## config.mk

```make
export PLATFORM = sky130hd
export DESIGN_NAME = mscf_cell
export DESIGN_NICKNAME = d
export VERILOG_FILES = /design/src/hdl/mscf_pkg.sv /design/src/hdl/mscf_cell.sv
export SDC_FILE = /design/constraint.sdc
export NUM_CORES = 1
export LEC_CHECK = 0
export BUFFER_PORTS_ARGS = -buffer_cell sky130_fd_sc_hd__buf_2
export CAP_MARGIN = 20
export CORE_AREA = 2 2 69 71
export CTS_CLUSTER_DIAMETER = 60
export CTS_CLUSTER_SIZE = 25
export DETAILED_ROUTE_END_ITERATION = 7
export DIE_AREA = 0 0 71 73
export GPL_ROUTABILITY_DRIVEN = 0
export HOLD_SLACK_MARGIN = 0.12
export MAX_ROUTING_LAYER = met4
export PLACE_DENSITY = 0.7
export SLEW_MARGIN = 0
export SYNTH_ARGS = -nofsm -noshare
export SYNTH_HDL_FRONTEND = slang
export SYNTH_SLANG_ARGS = --single-unit
```

## constraint.sdc

```tcl
create_clock -name clk -period 1.7 [get_ports clk]
set_input_delay 0.085 -clock clk [delete_from_list [all_inputs] [get_ports clk]]
set_output_delay 0.085 -clock clk [all_outputs]
set_load 0.01 [all_outputs]
```

## src/hdl/mscf_pkg.sv

```systemverilog
// ----------------------------------------------------------------------------
// Multicast source filter table package
// Shared request/result types, request and status codes, and the structs
// that travel between the controller and the group cells.
// ----------------------------------------------------------------------------
package mscf_pkg;

  // Internal source count width; covers the largest supported list length.
  localparam int CNT_W = 7;

  // Request codes.
  localparam logic [2:0] REQ_ADD_GROUP     = 3'd0;
  localparam logic [2:0] REQ_ADD_SOURCE    = 3'd1;
  localparam logic [2:0] REQ_REMOVE_SOURCE = 3'd2;
  localparam logic [2:0] REQ_CLEAR_SOURCES = 3'd3;
  localparam logic [2:0] REQ_SET_MODE      = 3'd4;
  localparam logic [2:0] REQ_ACCEPT_QUERY  = 3'd5;

  // Status codes.
  localparam logic [2:0] STS_OK         = 3'd0;
  localparam logic [2:0] STS_NO_GROUP   = 3'd1;
  localparam logic [2:0] STS_TABLE_FULL = 3'd2;
  localparam logic [2:0] STS_LIST_FULL  = 3'd3;
  localparam logic [2:0] STS_EXISTS     = 3'd4;

  typedef struct packed {
    logic [2:0]  req_type;
    logic [31:0] group_addr;
    logic [31:0] source_addr;
    logic        mode_sel;
  } req_t;

  typedef struct packed {
    logic [2:0] status;
    logic       accept;
    logic       group_mode;
    logic [4:0] list_count;
  } rsp_t;

  typedef enum logic [1:0] {
    ST_IDLE,
    ST_SEARCH,
    ST_EXEC,
    ST_SCAN
  } state_t;

  // Token control broadcast to every cell.
  typedef struct packed {
    logic load;
    logic shift;
  } cell_ctl_t;

  // Record update; only the cell holding the token applies it.
  typedef struct packed {
    logic             claim;
    logic             set_mode;
    logic             set_count;
    logic [31:0]      group;
    logic             mode;
    logic [CNT_W-1:0] count;
  } cell_wr_t;

  // Cell view, all zero unless the cell holds the token.
  typedef struct packed {
    logic             hit;
    logic             free;
    logic             mode;
    logic [CNT_W-1:0] count;
  } cell_rd_t;

endpackage

```

## src/hdl/mscf_cell.sv

```systemverilog
// ----------------------------------------------------------------------------
// Group record cell
// Holds one group record and one stage of the search token chain.
// ----------------------------------------------------------------------------
module mscf_cell (
  input  logic                 clk,
  input  logic                 rst_n,
  input  mscf_pkg::cell_ctl_t  ctl,
  input  logic                 tok_in,
  input  logic [31:0]          key,
  input  mscf_pkg::cell_wr_t   wr,
  output logic                 tok_out,
  output mscf_pkg::cell_rd_t   rd
);

  logic                       tok_r;
  logic                       valid_r;
  logic [31:0]                group_r;
  logic                       mode_r;
  logic [mscf_pkg::CNT_W-1:0] count_r;

  always_ff @(posedge clk) begin
    if (!rst_n) begin
      tok_r   <= 1'b0;
      valid_r <= 1'b0;
    end else begin
      if (ctl.load || ctl.shift) begin
        tok_r <= tok_in;
      end
      if (tok_r && wr.claim) begin
        valid_r <= 1'b1;
      end
    end
  end

  always_ff @(posedge clk) begin
    if (tok_r) begin
      if (wr.claim) begin
        group_r <= wr.group;
      end
      if (wr.claim || wr.set_mode) begin
        mode_r <= wr.mode;
      end
      if (wr.claim || wr.set_count) begin
        count_r <= wr.count;
      end
    end
  end

  assign tok_out = tok_r;

  always_comb begin
    rd.hit   = tok_r && valid_r && (group_r == key);
    rd.free  = tok_r && !valid_r;
    rd.mode  = tok_r && valid_r && mode_r;
    rd.count = (tok_r && valid_r) ? count_r : '0;
  end

endmodule

```

==> metrics.txt, run 1 <==
WL/cell=between 10 and 15 µm; initial antenna violation count=0; Fin. Hold Viols=0; Seq/Total Area, Yosys=roughly 73%; I/O pins=slightly above 90; Root Buffer=clkbuf_8; Worst-Skew Late Latency=roughly 0.28 ns; relative slew slack=79.3%; CTS tree=done; Post-Syn Area=0.00171 mm²; largest net degree at the start of global routing=20; hold path depth=2; CP endpoint kind=primary output; ANT nets after route=0; Register-to-Register Setup Slack=0.38 ns; grt ovf=0; critical path class=flop to primary output; Clock transition at path regs=0.07 ns; Worst IR Drop VDD=approximately 0.54 mV; # setup viols final=1; share of cells above drive strength 1=41.9%; multi-input logic area=487 µm²; Cells after DPL=250; cells after synthesis=105; Final Max Tran Viols=0; CTS buffer count=5; hold path startpoint=wr[42]; first-pass GRT wire length=between 6000 and 7000 µm; overall routing resource usage=16.3%; Arrival @ worst endpoint=about 1.6 ns; Pwr Total=0.00204 W; final setup margin=-0.0199 ns; Worst EP required=around 1.6 ns; drt pass-1 iters=4; LEAKAGE=1.21 nW; Post-CTS Setup Bufs=0; Mean Syn Cell Area=~16 µm²; Sink Count=42; area grow syn2layout=63.1%; max cap viols=0; Worst Setup Start Kind=flop; Cell variety after synth=18; reg2reg path depth=3; status=finished, violations left; PD cells=733 mW/mm²; DRT iter0 DRCs=32; hpwl dp=2500 µm; Reg area=0.00124 mm²; CP Max Fanout=1; initial core utilization=a little under two fifths; diode count=0; DRT Wirelength=about 3900 µm; Die H=73 µm; Rows=25; die footprint=0.00518 mm²; Post-Layout Cell Count=302; vias in the first global route=about 1500; total number of vias=1363; Synth Net Count=185; CTS Buffer Depth=2; hold endpoint=mode_r; failing checks=setup timing; R2R Path Start=tok_out; Die W=approximately 71 µm; commonest non-fill, non-tap cell in the layout=buf_2; Worst Tran Pin Value=0.308 ns; # DRC=0; Worst Skew=between 0.002 and 0.003 ns; H-tree levels=2; crit path time final=1.72 ns; commonest non-fill, non-tap cells in the layout=90 x buf_2, 44 x dlygate4sd3_1, 40 x edfxtp_1; Synthesis Warnings=0; fmax=581 MHz; period utilisation layout=101%; core area=0.00454 mm²; reg-to-reg endpoint=tok_out; port bufs=90; DR vias/cell=4.51; nets@finish=327; Worst Hold Class=primary input to flop; Seq cells post-synth=42; fillers=360; unrepaired setup endpoints after global routing=true
## worst max-delay path by stage
stage          cells past startpoint    endpoint   startpoint  slack [ns]
6_report                           5       rd[9]  group_r[17]       -0.02
2_1_floorplan                      1  group_r[0]      tok_out        0.04
3_5_place_dp                       5       rd[9]  group_r[30]        0.19
4_1_cts                            5       rd[9]  group_r[20]       -0.04
3_3_place_gp                       5       rd[9]  group_r[30]        0.22
5_1_grt                            5       rd[9]   group_r[6]       -0.17
## synthesized netlist by cell type
cell type	n	area, µm²
nor2b_1	1	6.26
clkbuf_1	2	7.51
nor2_1	1	3.75
nand2_1	1	3.75
o21a_1	3	22.5
nand3_1	1	5.00
nor3_1	1	5.00
and2_1	1	6.26
edfxtp_1	40	1200
xor2_1	31	272
dfxtp_1	2	40.0
a21boi_0	1	7.51
o21ai_0	1	5.00
nor4_1	7	43.8
xnor2_1	1	8.76
nand4_1	2	12.5
nor3_2	1	10.0
and3_1	8	50.1
## per-layer routing
metal	wire, µm	GRT usage (%)	up-vias
met2	2010	29.0	72
li1	-	-	671
met4	57	6.29	0
met5	0	-	-
met1	1530	17.1	614
met3	310	4.83	6
## stage by stage
step	cell area (µm²)	hold WS, ns	utilization (%)	setup TNS [ns]	setup slack, ns
floorplan	1710	0.184	-	0	0.0404
detailed placement	2240	0.263	49.5	0	0.195
CTS	2790	0.146	61.5	-0.0363	-0.0363
global placement	2240	0.262	49.5	0	0.224
global route	2790	0.176	61.5	-0.172	-0.172
finish	2790	0.149	61.5	-0.0199	-0.0199
## sequential cells by signal, summed over array words and instances, names as in the netlist
| signal | flops |
|---|---|
| mode_r | 1 |
| count_r | 7 |
| valid_r | 1 |
| tok_out | 1 |
| group_r | 32 |
## final cells by class
type                       count  area share, %
clock inverter                 2          0.314
sequential                    42           44.5
tap                           54           2.42
multi-input combinational     61           17.4
clock buffer                   6           2.60
timing repair buffer         137           32.7
## worst max-delay path, stage by stage, from the launching register on
cell and delay [ns]:
edfxtp_1 0.38, xor2_1 0.16, nor4_1 0.34, nand3_1 0.15, nor3_2 0.17, buf_2 0.15
## what timing repair did
item | CTS | global route
endpoints found under the hold margin | 43 | 0
pin swaps | 4 | 0
setup endpoints to repair | 1 | 1
hold buffers | 44 | 0
gates resized for setup | 4 | 0
## report_power, final
| part | switching (W) | internal [W] | leakage [nW] |
|---|---|---|---|
| clock | 0.000312 | 0.000282 | 0.0426 |
| combinational | 0.0000954 | 0.000170 | 0.780 |
| sequential | 0.0000151 | 0.00117 | 0.383 |
## cells by family after synthesis
kind of cell / synth area share, %
buffers and inverters: 0.439
AOI/OAI and AO/OA: 2.05
xor gates and xnor gates: 16.4
DFF: 72.6
and+or+nand+nor: 8.56
Power figures use the tool's default switching activity.
==> run 2: changes to the inputs <==
--- a/config.mk
+++ b/config.mk
@@ -16,6 +16,7 @@
 export HOLD_SLACK_MARGIN = 0.12
 export MAX_ROUTING_LAYER = met4
 export PLACE_DENSITY = 0.7
+export SETUP_SLACK_MARGIN = 0.15
 export SLEW_MARGIN = 0
 export SYNTH_ARGS = -nofsm -noshare
 export SYNTH_HDL_FRONTEND = slang
==> run 2 against run 1 <==
  * The run still ends with setup timing left
  * Hold slack improved by 0.011 ns
  * Sequential power barely moved
  * Register-to-register slack got worse by 0.05 ns
  * Critical path depth did not move
  * Fmax rose by 1.1%
  * Total power rose by 8.2%
  * Clock-buffer cell count fell by 1
  * Final cell count did not move
  * Sequential cell count did not move
  * Largest cell class unchanged
  * Highest routed layer unchanged
==> metrics.txt, run 2 (same netlist as run 1, synthesis figures left out) <==
clock power share=34.2% (was 29.0%); Top Usage Layer GRT=met2 (unchanged); fillers=357 (was 360); Root Buffer=clkbuf_8 (unchanged); Largest regs=group_r x32, count_r x7 (unchanged); Cells after DPL=250 (unchanged); CTS buffer count=5 (unchanged); relative slew slack=80.1% (was 79.3%); commonest non-fill, non-tap cells in the layout=90 x buf_2, 44 x dlygate4sd3_1, 40 x edfxtp_1 (unchanged); pre-CTS WS=0.218 ns (was 0.195 ns); overall routing resource usage=17.0% (was 16.3%); core area=0.00454 mm² (unchanged); share of cells above drive strength 1=43.1% (was 41.9%); Worst EP required=1.62 ns (about the same); H-tree levels=2 (unchanged); DRT iter0 DRCs=29 (was 32); LEAKAGE=1.22 nW (was 1.21 nW); diode count=0 (unchanged); M2 GR Usage=29.6% (was 29.0%); Worst Tran Pin Value=0.299 ns (was 0.308 ns); initial antenna violation count=0 (unchanged); CP endpoint kind=primary output (unchanged); multi-input logic area=488 µm² (was 487 µm²); area grow syn2layout=65.5% (was 63.1%); failing checks=setup timing (unchanged); Worst Setup Start Kind=flop (unchanged); crit path time final=1.70 ns (was 1.72 ns); port bufs=90 (unchanged); R2R Path Start=tok_out (unchanged); Clock transition at path regs=0.08 ns (was 0.07 ns); Worst Hold Class=primary input to flop (unchanged); CTS tree=done (unchanged); total number of vias=1373 (was 1363); Fin. Hold Viols=0 (unchanged); Power Internal=0.00177 W (was 0.00162 W); ANT nets after route=0 (unchanged); Register-to-Register Setup Slack=0.33 ns (was 0.38 ns); initial core utilization=37.7% (unchanged); Largest Register=group_r (unchanged); reg-to-reg endpoint=tok_out (unchanged); CP Max Fanout=1 (unchanged); period utilisation layout=100% (was 101%); Arrival @ worst endpoint=1.62 ns (was 1.63 ns); # setup viols final=1 (unchanged); Die W=71 µm (unchanged); CTS Buffer Depth=2 (unchanged); grt ovf=0 (unchanged); Reg area=0.00124 mm² (unchanged); nets@finish=327 (unchanged); # DRC=0 (unchanged); Sink Count=42 (unchanged); final setup margin=-0.00139 ns (was -0.0199 ns); DRT Wirelength=3920 µm (was 3910 µm); commonest non-fill, non-tap cell in the layout=buf_2 (unchanged); GR Util met3=4.83% (unchanged); crit path capture=rd[9] (unchanged); WL/cell=13.0 µm (about the same); hpwl dp=2530 µm (was 2500 µm); unrepaired setup endpoints after global routing=true (unchanged); sequential power share=53.5% (was 58.0%); Worst IR Drop VDD=0.406 mV (was 0.541 mV); met1 Usage GRT=19.2% (was 17.1%); Net Switching=0.000437 W (was 0.000422 W); PD cells=781 mW/mm² (was 733 mW/mm²); status=finished, violations left (unchanged); drt pass-1 iters=5 (was 4); first-pass GRT wire length=6440 µm (was 6130 µm); reg2reg path depth=4 (was 3); Final Max Tran Viols=0 (unchanged); die footprint=0.00518 mm² (unchanged); max cap viols=0 (unchanged); vias in the first global route=1477 (was 1461); Post-CTS Setup Bufs=0 (unchanged); critical path class=flop to primary output (unchanged); Pwr Total=0.00221 W (was 0.00204 W); I/O pins=91 (unchanged); Rows=25 (unchanged); Worst-Skew Late Latency=0.29 ns (was 0.28 ns); largest net degree at the start of global routing=20 (unchanged); combinational fraction of design power=12.3% (was 13.0%); CP startpoint=group_r[24] (was group_r[17]); Worst Skew=0.00750 ns (was 0.00266 ns); Die H=73 µm (unchanged); Largest register FFs=32 (unchanged); Switching Share=19.8% (was 20.6%); DR vias/cell=4.55 (was 4.51); Post-Layout Cell Count=302 (unchanged); fmax=588 MHz (was 581 MHz)
==> run 2: cell count changes in the layout (fill, tap and decap cells not counted), sizes merged <==
cell,change
clkbuf,-1
bufinv,+1
==> run 2: timing repair <==
action,CTS,global route
hold buffers,44,0
endpoints found under the setup margin,1,1
gates resized for setup,4,0
pin swaps,3,3
gates cloned,0,0
endpoints found under the hold margin,43,0
==> run 2: cell type report <==
type,instances,share of cell area [%]
Clock inverter,3,1.41
Multi-Input combinational cell,61,17.2
Tap cell,54,2.39
Timing Repair Buffer,137,32.7
Sequential cell,42,43.8
Clock buffer,5,2.43
==> run 2: critical path, stage by stage, from the launching register on <==
cell and delay [ns]:
edfxtp_1 0.38, xor2_1 0.16, nor4_2 0.29, nand4_1 0.13, nor3_2 0.21, buf_2 0.15
==> run 2: how the worst min path moves through the flow <==
stage               startpoint           to  slack, ns  depth (start not counted)
floorplan                wr[0]   count_r[0]       0.18                          0
global placement        wr[35]  group_r[27]       0.26                          1
detailed placement      wr[15]   group_r[7]       0.26                          1
CTS                     wr[42]       mode_r       0.17                          2
global route            wr[42]       mode_r       0.20                          2
finish                  wr[42]       mode_r       0.16                          2
==> run 2: per-stage QoR <==
stage          cell area [µm²]  hold slack (ns)  TNS [ns]  util [%]
5_1_grt                   2830            0.204    -0.150      62.4
2_1_floorplan             1710            0.184         0         -
6_report                  2830            0.159  -0.00139      62.4
3_5_place_dp              2260            0.263         0      49.8
3_3_place_gp              2260            0.262         0      49.8
4_1_cts                   2830            0.165   -0.0505      62.4
==> run 2: layer usage <==
metal  routed length (µm)  vias up  part of all wire (%)
met5                    0        -                     0
met4                   34        0                  0.87
met3                  317        5                   8.1
met2                 2010       76                    51
met1                 1560      622                    40
li1                     -      670                     -
==> run 2: power groups by stage <==
stage	clock network [W]	registers, W	logic (W)
3_3_place_gp	0	0.00121	0.000179
5_1_grt	0.000820	0.00119	0.000300
3_5_place_dp	0	0.00121	0.000184
2_1_floorplan	0	0.00120	0.0000652
4_1_cts	0.000788	0.00118	0.000271
6_report	0.000757	0.00118	0.000272
==> run 3: changes to the inputs <==
--- a/config.mk
+++ b/config.mk
@@ -7,11 +7,13 @@
 export LEC_CHECK = 0
 export BUFFER_PORTS_ARGS = -buffer_cell sky130_fd_sc_hd__buf_2
 export CAP_MARGIN = 20
-export CORE_AREA = 2 2 69 71
+export CELL_PAD_IN_SITES_DETAIL_PLACEMENT = 1
+export CELL_PAD_IN_SITES_GLOBAL_PLACEMENT = 1
+export CORE_AREA = 2 2 78 80
 export CTS_CLUSTER_DIAMETER = 60
 export CTS_CLUSTER_SIZE = 25
 export DETAILED_ROUTE_END_ITERATION = 7
-export DIE_AREA = 0 0 71 73
+export DIE_AREA = 0 0 80 82
 export GPL_ROUTABILITY_DRIVEN = 0
 export HOLD_SLACK_MARGIN = 0.12
 export MAX_ROUTING_LAYER = met4
==> run 3 against run 2 <==
  * The flow still finishes with violations (setup timing)
  * Fmax shrank 3.0%
  * Clock-buffer cell count unchanged
  * Sequential power is essentially flat
  * Non-clock buffer count fell by 1
  * Via count fell by 0.66%
  * Core utilization fell by 12 points
  * Global-route usage down 1.8 points
  * Combinational power barely moved
  * Sequential cell count unchanged
  * Final cell count is 6.6% higher
  * First-iteration DRC count shrank 10%
  * Largest cell class unchanged
  * Highest routed layer unchanged
==> metrics.txt, run 3 (same netlist as run 1, synthesis figures left out) <==
commonest non-fill, non-tap cells in the layout=90 x buf_2, 44 x dlygate4sd3_1, 40 x edfxtp_1 (unchanged); Worst-Skew Late Latency=0.28 ns (was 0.29 ns); LEAKAGE=1.23 nW (was 1.22 nW); Post-CTS Setup Bufs=0 (unchanged); met2 wire length=2690 µm (was 2010 µm); overall routing resource usage=15.2% (was 17.0%); Final Cell Area=0.00288 mm² (was 0.00283 mm²); hpwl dp=2960 µm (was 2530 µm); DR vias/cell=4.24 (was 4.55); ANT nets after route=0 (unchanged); Power Internal=0.00192 W (was 0.00177 W); port bufs=90 (unchanged); Switching Share=18.8% (was 19.8%); CP Max Fanout=1 (unchanged); CP startpoint=group_r[8] (was group_r[24]); Arrival @ worst endpoint=1.67 ns (was 1.62 ns); Slowest cell on crit path=edfxtp_1 (unchanged); # setup viols final=1 (unchanged); nets@finish=326 (was 327); unrepaired setup endpoints after global routing=true (unchanged); drt pass-1 iters=3 (was 5); critical-path cell list=xor2_1 > nor4_2 > nand4_1 > nor3_2 > buf_2 (unchanged); grt ovf=0 (unchanged); routed wl met3=226 µm (was 317 µm); sequential power share=50.1% (was 53.5%); setup_tns=-0.0544 ns (was -0.00139 ns); Net Switching=0.000444 W (was 0.000437 W); Post-DP Area=0.00228 mm² (was 0.00226 mm²); CTS Buffer Depth=2 (unchanged); commonest non-fill, non-tap cell in the layout=buf_2 (unchanged); CTS tree=done (unchanged); R2R Path Start=tok_out (unchanged); Worst Setup Start Kind=flop (unchanged); first-pass GRT wire length=7070 µm (was 6440 µm); area grow syn2layout=68.4% (was 65.5%); Die W=80 µm (was 71 µm); Worst Tran Pin Value=0.342 ns (was 0.299 ns); Largest regs=group_r x32, count_r x7 (unchanged); Post-Layout Cell Count=322 (was 302); combinational fraction of design power=11.5% (was 12.3%); Clock transition at path regs=0.08 ns (about the same); status=finished, violations left (unchanged); Largest register FFs=32 (unchanged); Fin. Hold Viols=0 (unchanged); initial core utilization=29.8% (was 37.7%); share of cells above drive strength 1=42.9% (was 43.1%); DRT met1 WL=1590 µm (was 1560 µm); vias in the first global route=1609 (was 1477); total number of vias=1364 (was 1373); die footprint=0.00656 mm² (was 0.00518 mm²); largest net degree at the start of global routing=34 (was 20); clock power share=38.4% (was 34.2%); Worst EP required=1.62 ns (about the same); max cap viols=0 (unchanged); relative slew slack=77.2% (was 80.1%); final setup margin=-0.0544 ns (was -0.00139 ns); Util after Layout=50.1% (was 62.4%); hold path startpoint=wr[42] (unchanged); PD cells=822 mW/mm² (was 781 mW/mm²); failing checks=setup timing (unchanged); Die H=82 µm (was 73 µm); initial antenna violation count=0 (unchanged); fmax=570 MHz (was 588 MHz); Worst Hold Class=primary input to flop (unchanged); pre-CTS WS=0.162 ns (was 0.218 ns); crit path time final=1.75 ns (was 1.70 ns); CP endpoint kind=primary output (unchanged); period utilisation layout=103% (was 100%); CTS buffer count=5 (unchanged); critical path class=flop to primary output (unchanged); DRT Wirelength=4540 µm (was 3920 µm); # DRC=0 (unchanged); H-tree levels=2 (unchanged); core area=0.00575 mm² (was 0.00454 mm²); WL/cell=14.1 µm (was 13.0 µm); Final Max Tran Viols=0 (unchanged); Largest Register=group_r (unchanged); Worst IR Drop VDD=0.455 mV (was 0.406 mV); diode count=0 (unchanged); Worst Skew=0.00289 ns (was 0.00750 ns); I/O pins=91 (unchanged); Root Buffer=clkbuf_8 (unchanged); Cells after DPL=270 (was 250); Rows=28 (was 25); DRT iter0 DRCs=26 (was 29); Sink Count=42 (unchanged); crit-path max cell delay=0.38 ns (about the same); top layer in use=met4 (unchanged)
run 3: repair_timing:
| action | in CTS | in global routing |
|---|---|---|
| endpoints found under the setup margin | 1 | 1 |
| pin swaps | 5 | 4 |
| endpoints found under the hold margin | 43 | 0 |
| hold buffers | 44 | 0 |
| gates resized for setup | 5 | 0 |
run 3: critical path: cells and delay by family (launching register included):
kind	cells	cell delay (ns)
and+or+nand+nor	3	0.69
xor gates and xnor gates	1	0.16
DFF	1	0.38
buffers and inverters	1	0.16
run 3: worst paths after layout:
kind              to  slack [ns]  cells after the start
max            rd[9]       -0.05                      5
min           mode_r        0.14                      2
max reg2reg  tok_out        0.28                      4
min reg2reg   mode_r        0.64                      1
run 3: through the flow:
step,total power [W],hold slack [ns]
2_1_floorplan,0.00127,0.184
3_3_place_gp,0.00139,0.262
3_5_place_dp,0.00139,0.264
4_1_cts,0.00239,0.137
5_1_grt,0.00247,0.137
6_report,0.00237,0.143
run 3: metal layers:
layer,global-route usage (%),up-vias
met5,-,-
met4,4.75,0
met3,3.74,4
met2,29.8,54
met1,14.5,636
li1,-,670
run 3: power by group through the flow:
stage	clock network, W	logic (W)	registers [W]
3_5_place_dp	0	0.000184	0.00121
4_1_cts	0.000935	0.000272	0.00119
5_1_grt	0.000984	0.000301	0.00119
6_report	0.000910	0.000273	0.00119
2_1_floorplan	0	0.0000652	0.00120
3_3_place_gp	0	0.000180	0.00121
run 3: final cells by class:
cell class / instances / area (µm²)
repair buffers: 136 / 918
clock buffers: 5 / 68.8
well taps: 75 / 93.8
clock inverters: 3 / 63.8
fillers: 626 / 2870
flip-flops and latches: 42 / 1240
multi-input cells: 61 / 494
